File: src/rtl/idtu_pkg.sv
package idtu_pkg;

    // operation codes on the func field
    localparam logic [2:0] FUNC_SIN  = 3'd0;
    localparam logic [2:0] FUNC_COS  = 3'd1;
    localparam logic [2:0] FUNC_TAN  = 3'd2;
    localparam logic [2:0] FUNC_ASIN = 3'd3;
    localparam logic [2:0] FUNC_ACOS = 3'd4;
    localparam logic [2:0] FUNC_ATAN = 3'd5;

    // what is still to be done with an item after the front end
    localparam logic [2:0] KIND_DIRECT = 3'd0;
    localparam logic [2:0] KIND_TAN    = 3'd1;
    localparam logic [2:0] KIND_ASIN   = 3'd2;
    localparam logic [2:0] KIND_ACOS   = 3'd3;
    localparam logic [2:0] KIND_ATAN   = 3'd4;

    // divider geometry: one quotient bit per stage
    localparam int DIV_NW = 32;
    localparam int DIV_DW = 16;
    localparam int DIV_QW = 16;

    // control carried alongside each item through the pipeline
    typedef struct packed {
        logic [2:0]         kind;
        logic signed [16:0] value;
        logic               dz;
        logic               neg;
        logic               flip;
        logic               clamp;
    } t_side;

    // cos(k degrees) * 10000 for k = 0..90
    function automatic logic [13:0] cos_tab(input logic [6:0] k);
        logic [13:0] v;
        unique case (k)
            7'd0: v = 14'd10000;  7'd1: v = 14'd9998;   7'd2: v = 14'd9994;
            7'd3: v = 14'd9986;   7'd4: v = 14'd9976;   7'd5: v = 14'd9962;
            7'd6: v = 14'd9945;   7'd7: v = 14'd9925;   7'd8: v = 14'd9903;
            7'd9: v = 14'd9877;   7'd10: v = 14'd9848;  7'd11: v = 14'd9816;
            7'd12: v = 14'd9781;  7'd13: v = 14'd9744;  7'd14: v = 14'd9703;
            7'd15: v = 14'd9659;  7'd16: v = 14'd9613;  7'd17: v = 14'd9563;
            7'd18: v = 14'd9511;  7'd19: v = 14'd9455;  7'd20: v = 14'd9397;
            7'd21: v = 14'd9336;  7'd22: v = 14'd9272;  7'd23: v = 14'd9205;
            7'd24: v = 14'd9135;  7'd25: v = 14'd9063;  7'd26: v = 14'd8988;
            7'd27: v = 14'd8910;  7'd28: v = 14'd8829;  7'd29: v = 14'd8746;
            7'd30: v = 14'd8660;  7'd31: v = 14'd8572;  7'd32: v = 14'd8480;
            7'd33: v = 14'd8387;  7'd34: v = 14'd8290;  7'd35: v = 14'd8192;
            7'd36: v = 14'd8090;  7'd37: v = 14'd7986;  7'd38: v = 14'd7880;
            7'd39: v = 14'd7771;  7'd40: v = 14'd7660;  7'd41: v = 14'd7547;
            7'd42: v = 14'd7431;  7'd43: v = 14'd7314;  7'd44: v = 14'd7193;
            7'd45: v = 14'd7071;  7'd46: v = 14'd6947;  7'd47: v = 14'd6820;
            7'd48: v = 14'd6691;  7'd49: v = 14'd6561;  7'd50: v = 14'd6428;
            7'd51: v = 14'd6293;  7'd52: v = 14'd6157;  7'd53: v = 14'd6018;
            7'd54: v = 14'd5878;  7'd55: v = 14'd5736;  7'd56: v = 14'd5592;
            7'd57: v = 14'd5446;  7'd58: v = 14'd5299;  7'd59: v = 14'd5150;
            7'd60: v = 14'd5000;  7'd61: v = 14'd4848;  7'd62: v = 14'd4695;
            7'd63: v = 14'd4540;  7'd64: v = 14'd4384;  7'd65: v = 14'd4226;
            7'd66: v = 14'd4067;  7'd67: v = 14'd3907;  7'd68: v = 14'd3746;
            7'd69: v = 14'd3584;  7'd70: v = 14'd3420;  7'd71: v = 14'd3256;
            7'd72: v = 14'd3090;  7'd73: v = 14'd2924;  7'd74: v = 14'd2756;
            7'd75: v = 14'd2588;  7'd76: v = 14'd2419;  7'd77: v = 14'd2250;
            7'd78: v = 14'd2079;  7'd79: v = 14'd1908;  7'd80: v = 14'd1736;
            7'd81: v = 14'd1564;  7'd82: v = 14'd1392;  7'd83: v = 14'd1219;
            7'd84: v = 14'd1045;  7'd85: v = 14'd872;   7'd86: v = 14'd698;
            7'd87: v = 14'd523;   7'd88: v = 14'd349;   7'd89: v = 14'd175;
            default: v = 14'd0;
        endcase
        return v;
    endfunction

    // exact floor(v / 10) for v up to 10000, by reciprocal
    function automatic logic [9:0] div10(input logic [13:0] v);
        logic [26:0] p;
        p = {13'b0, v} * 27'd6554;
        return p[25:16];
    endfunction

endpackage

File: src/rtl/idtu_div.sv
module idtu_div (
    input  logic                            i_clk,
    input  logic                            i_rst_n,
    input  logic                            i_en,
    input  logic                            i_valid,
    input  idtu_pkg::t_side                 i_side,
    input  logic [idtu_pkg::DIV_NW-1:0]     i_dividend,
    input  logic [idtu_pkg::DIV_DW-1:0]     i_divisor,
    output logic                            o_valid,
    output idtu_pkg::t_side                 o_side,
    output logic [idtu_pkg::DIV_QW-1:0]     o_quot
);

    localparam int NW = idtu_pkg::DIV_NW;
    localparam int DW = idtu_pkg::DIV_DW;
    localparam int QW = idtu_pkg::DIV_QW;

    logic                  r_valid [QW];
    idtu_pkg::t_side       r_side  [QW];
    logic [NW-1:0]         r_rem   [QW];
    logic [DW-1:0]         r_div   [QW];
    logic [QW-1:0]         r_quot  [QW];

    // restoring division, one quotient bit per stage, most significant first
    for (genvar g = 0; g < QW; g++) begin : g_stage
        logic                  v_in;
        idtu_pkg::t_side       side_in;
        logic [NW-1:0]         rem_in;
        logic [DW-1:0]         div_in;
        logic [QW-1:0]         quot_in;
        logic [NW:0]           trial;

        if (g == 0) begin : g_first
            assign v_in    = i_valid;
            assign side_in = i_side;
            assign rem_in  = i_dividend;
            assign div_in  = i_divisor;
            assign quot_in = '0;
        end else begin : g_next
            assign v_in    = r_valid[g-1];
            assign side_in = r_side[g-1];
            assign rem_in  = r_rem[g-1];
            assign div_in  = r_div[g-1];
            assign quot_in = r_quot[g-1];
        end

        // trial subtract of the divisor aligned to this bit
        assign trial = {1'b0, rem_in} - ({{(NW+1-DW){1'b0}}, div_in} << (QW-1-g));

        always_ff @(posedge i_clk) begin
            if (!i_rst_n) begin
                r_valid[g] <= 1'b0;
            end else if (i_en) begin
                r_valid[g] <= v_in;
            end
        end

        always_ff @(posedge i_clk) begin
            if (i_en) begin
                r_side[g] <= side_in;
                r_div[g]  <= div_in;
                r_rem[g]  <= trial[NW] ? rem_in : trial[NW-1:0];
                r_quot[g] <= {quot_in[QW-2:0], ~trial[NW]};
            end
        end
    end

    assign o_valid = r_valid[QW-1];
    assign o_side  = r_side[QW-1];
    assign o_quot  = r_quot[QW-1];

endmodule
File: config.mk
export PLATFORM = sky130hd
export DESIGN_NAME = idtu_div
export DESIGN_NICKNAME = d
export VERILOG_FILES = /design/src/rtl/idtu_pkg.sv /design/src/rtl/idtu_div.sv
export SDC_FILE = /design/constraint.sdc
export NUM_CORES = 2
export LEC_CHECK = 0
export ABC_AREA = 1
export ABC_CLOCK_PERIOD_IN_PS = 4900
export BUFFER_PORTS_ARGS = -buffer_cell sky130_fd_sc_hd__buf_2
export CAP_MARGIN = 10
export CORE_ASPECT_RATIO = 0.7
export CORE_UTILIZATION = 55
export DETAILED_ROUTE_END_ITERATION = 10
export GPL_TIMING_DRIVEN = 0
export PLACE_DENSITY = 0.71
export SLEW_MARGIN = 20
export SYNTH_ARGS = -nofsm -noshare
export SYNTH_HDL_FRONTEND = slang
export SYNTH_SLANG_ARGS = --single-unit
export TNS_END_PERCENT = 1
File: constraint.sdc
create_clock -name i_clk -period 4.9 [get_ports i_clk]
set_clock_uncertainty 0.2 [all_clocks]
set_input_delay 0.245 -clock i_clk [delete_from_list [all_inputs] [get_ports i_clk]]
set_output_delay 0.245 -clock i_clk [all_outputs]
set_load 0.03 [all_outputs]
==> run metrics <==
final setup vio count=0; final antenna-violating net count=0; routed wire length=148,700 um; Iteration-0 DRC Markers=4,578; DRT Pass-1 Iters=7; top-count cell post-synth=nand2_1; Switching Power=13.15 mW; # DRC=0; Yosys top cell area share=59.95%; Reg-to-Reg Start=r_rem[8][6]; status=complete, no violations; post-synth cell types=45; arrival time at the worst endpoint=3.76 ns; total number of vias=44,070; Initial Utilization=55.62%; switching share of power=36.46%; IO Pins=117; final hold viol count=0; setup TNS=0 ns; Max-Cap Viols=0; largest net degree at the start of global routing=153; register area share after synthesis=59.99%; Overall Global Routing Usage=25.69%; global-route wire length before repair=227,800 um; Avg Inst Size Synth=9.614 um^2; minimum clock period=3.558 ns; Clock Pin Slew Worst Setup and Hold Paths=0.06 ns; wire per inst=17.44 um; fin util=62.62%; die width=406.1 um; Max IR drop VDD=353.7 uV; Seq cells post-synth=1,256; H-tree depth=3; WHS=0.04945 ns; Seq pwr share=41.9%; Num Clock Sinks=1,256; setup ws final=1.342 ns; CTS resizes=0; Int Pwr=22.91 mW; post-CTS setup buffer count=0; Fillers=9,320; Async S/R FF share, synth=0%; hpwl dp=112,300 um; min-delay worst type=input port to flip-flop; initial antenna violation count=6; Skew-Pair Late Insertion Delay=0.75 ns; Worst EP required=5.10 ns; reg-to-reg setup timing slack=1.34 ns; top area cells in the synthesized netlist=edfxtp_1, nand2_1, inv_1, ha_1, nand3_1; unrepaired setup endpoints after global routing=no; grt total ovfl=0; synthesis warning total=0; crit share post-route=72.61%; layout cells sized above 1=6.180%; crit-path max FO=10; Final GP Congestion=0.9246; # rows=103; Clock power frac=25.5%; Slew HR=29.67%; clock buffer depth=3; DP Worst Slack=1.465 ns; CTS tree=built; Syn Nets=6,884; clock root buffer=clkbuf_16; area leader, netlist=edfxtp_1; Avg Vias per Cell=5.167; crit start category=flip-flop; Slew Limit Fails=0; full die area=115,700 um^2; Mapped Cells=6,538; Critical Path End Type=flip-flop; multi-input combinational cell area=20,640 um^2; Layout area overhead=12.60%; cts bufs inserted=116; mapped cell area=62,860 um^2; max frequency=281.1 MHz; number of flops mapped to enable cells by yosys=1,255; vias in the first global route=40,310; Core Area=113,000 um^2; hold path startpoint=i_side[12]; ys flop type=edfxtp_1; Seq. cell area=37,710 um^2; Final nets=7,253; total power=36.06 mW; critical path type=flip-flop to flip-flop; slew at the pin with the worst max-slew slack=1.055 ns; worst setup path start=r_rem[8][6]; Port Buffers=116; commonest cells in the netlist=nand2_1, edfxtp_1, inv_1; power per cell area=509.5 nW/um^2; combinational cell fraction of total power=32.6%; static leakage=31.14 nW; chip height=284.8 um
-- what timing repair did --
action	4_1_cts	5_1_grt
endpoints found under the hold margin	221	0
hold buffers	127	0
endpoints found under the setup margin	0	0
-- worst paths after layout --
kind,cells after the start,to
min,2,r_side[0][12]
min reg2reg,0,r_rem[13][1]
max,15,r_rem[9][27]
max reg2reg,15,r_rem[9][27]
-- worst max-delay path, cell delays in order, from the launching register on --
cell and delay (ns):
edfxtp_1 0.47, inv_1 0.07, ha_1 0.20, inv_1 0.12, fa_1 0.20, nand2_1 0.07
nand2_1 0.11, nand3_1 0.08, nand2_1 0.18, nand2_1 0.07, nand2_1 0.11, nand2_1 0.11
nand2_1 0.19, inv_2 0.06, buf_4 0.18, a21oi_1 0.82
-- per-stage QoR --
stage	instances	cell area (um^2)
final	8530	70780
after global routing	8530	70780
after CTS	8529	70770
after detailed placement	8184	65580
after global placement	8176	65340
after floorplan	6538	62860
-- registers in the layout, indices dropped and copies added (netlist names) --
| name | count |
|---|---|
| r_rem | 480 |
| r_side | 384 |
| r_div | 240 |
| r_quot | 136 |
| r_valid | 16 |
-- power by group through the flow --
stage                     Combinational, mW  Clock, mW  Sequential (mW)
after CTS                              11.5       9.40             15.1
after detailed placement               11.4          0             15.3
final                                  11.8       9.19             15.1
after global placement                 11.3          0             15.7
after global routing                   13.3       9.82             15.2
after floorplan                        8.23          0             14.7
-- kinds of logic (layout without fill, tap and decap cells) --
kind of cell	count (synthesis)	in the layout	synth area share, %
AO/OA/AOI/OAI	401	401	3.386
XOR/XNOR	147	147	2.048
adder cells (fa/ha/maj)	270	270	5.554
buffers and inverters	1140	1609	7.172
flip-flops	1256	1256	59.99
other	0	1	0
AND/OR/NAND/NOR	3324	3324	21.85
-- per-layer routing --
layer | wire length [um] | global-route usage [%] | vias up
li1 | - | - | 22070
met1 | 75270 | 42.41 | 20420
met2 | 57720 | 34.50 | 1437
met3 | 13540 | 5.620 | 139
met4 | 2215 | 4.415 | 0
met5 | 0 | 0 | -
-- placed cells by master (no fill, tap or decap), types with 79 or more instances in the layout --
master / synthesis / routed
nor2_1: 500 / 500
nand3b_1: 79 / 79
ha_1: 255 / 255
clkbuf_16: 0 / 117
edfxtp_1: 1255 / 1255
dlygate4sd3_1: 0 / 127
inv_1: 1074 / 1074
o21ai_0: 116 / 116
buf_2: 13 / 128
nand2_1: 2173 / 2173
nand3_1: 388 / 388
a21oi_1: 211 / 211
xor2_1: 94 / 94
-- area by class of cell --
type,instances,area share [%]
clock buffers,134,4.227
diodes,1,0.003536
flip-flops and latches,1256,53.27
repair buffers,251,2.949
well taps,1522,2.691
multi-input cells,4142,29.17
inverters,1087,5.779
clock inverters,84,1.319
plain buffers,53,0.5905
(Power assumes the default switching activity.)
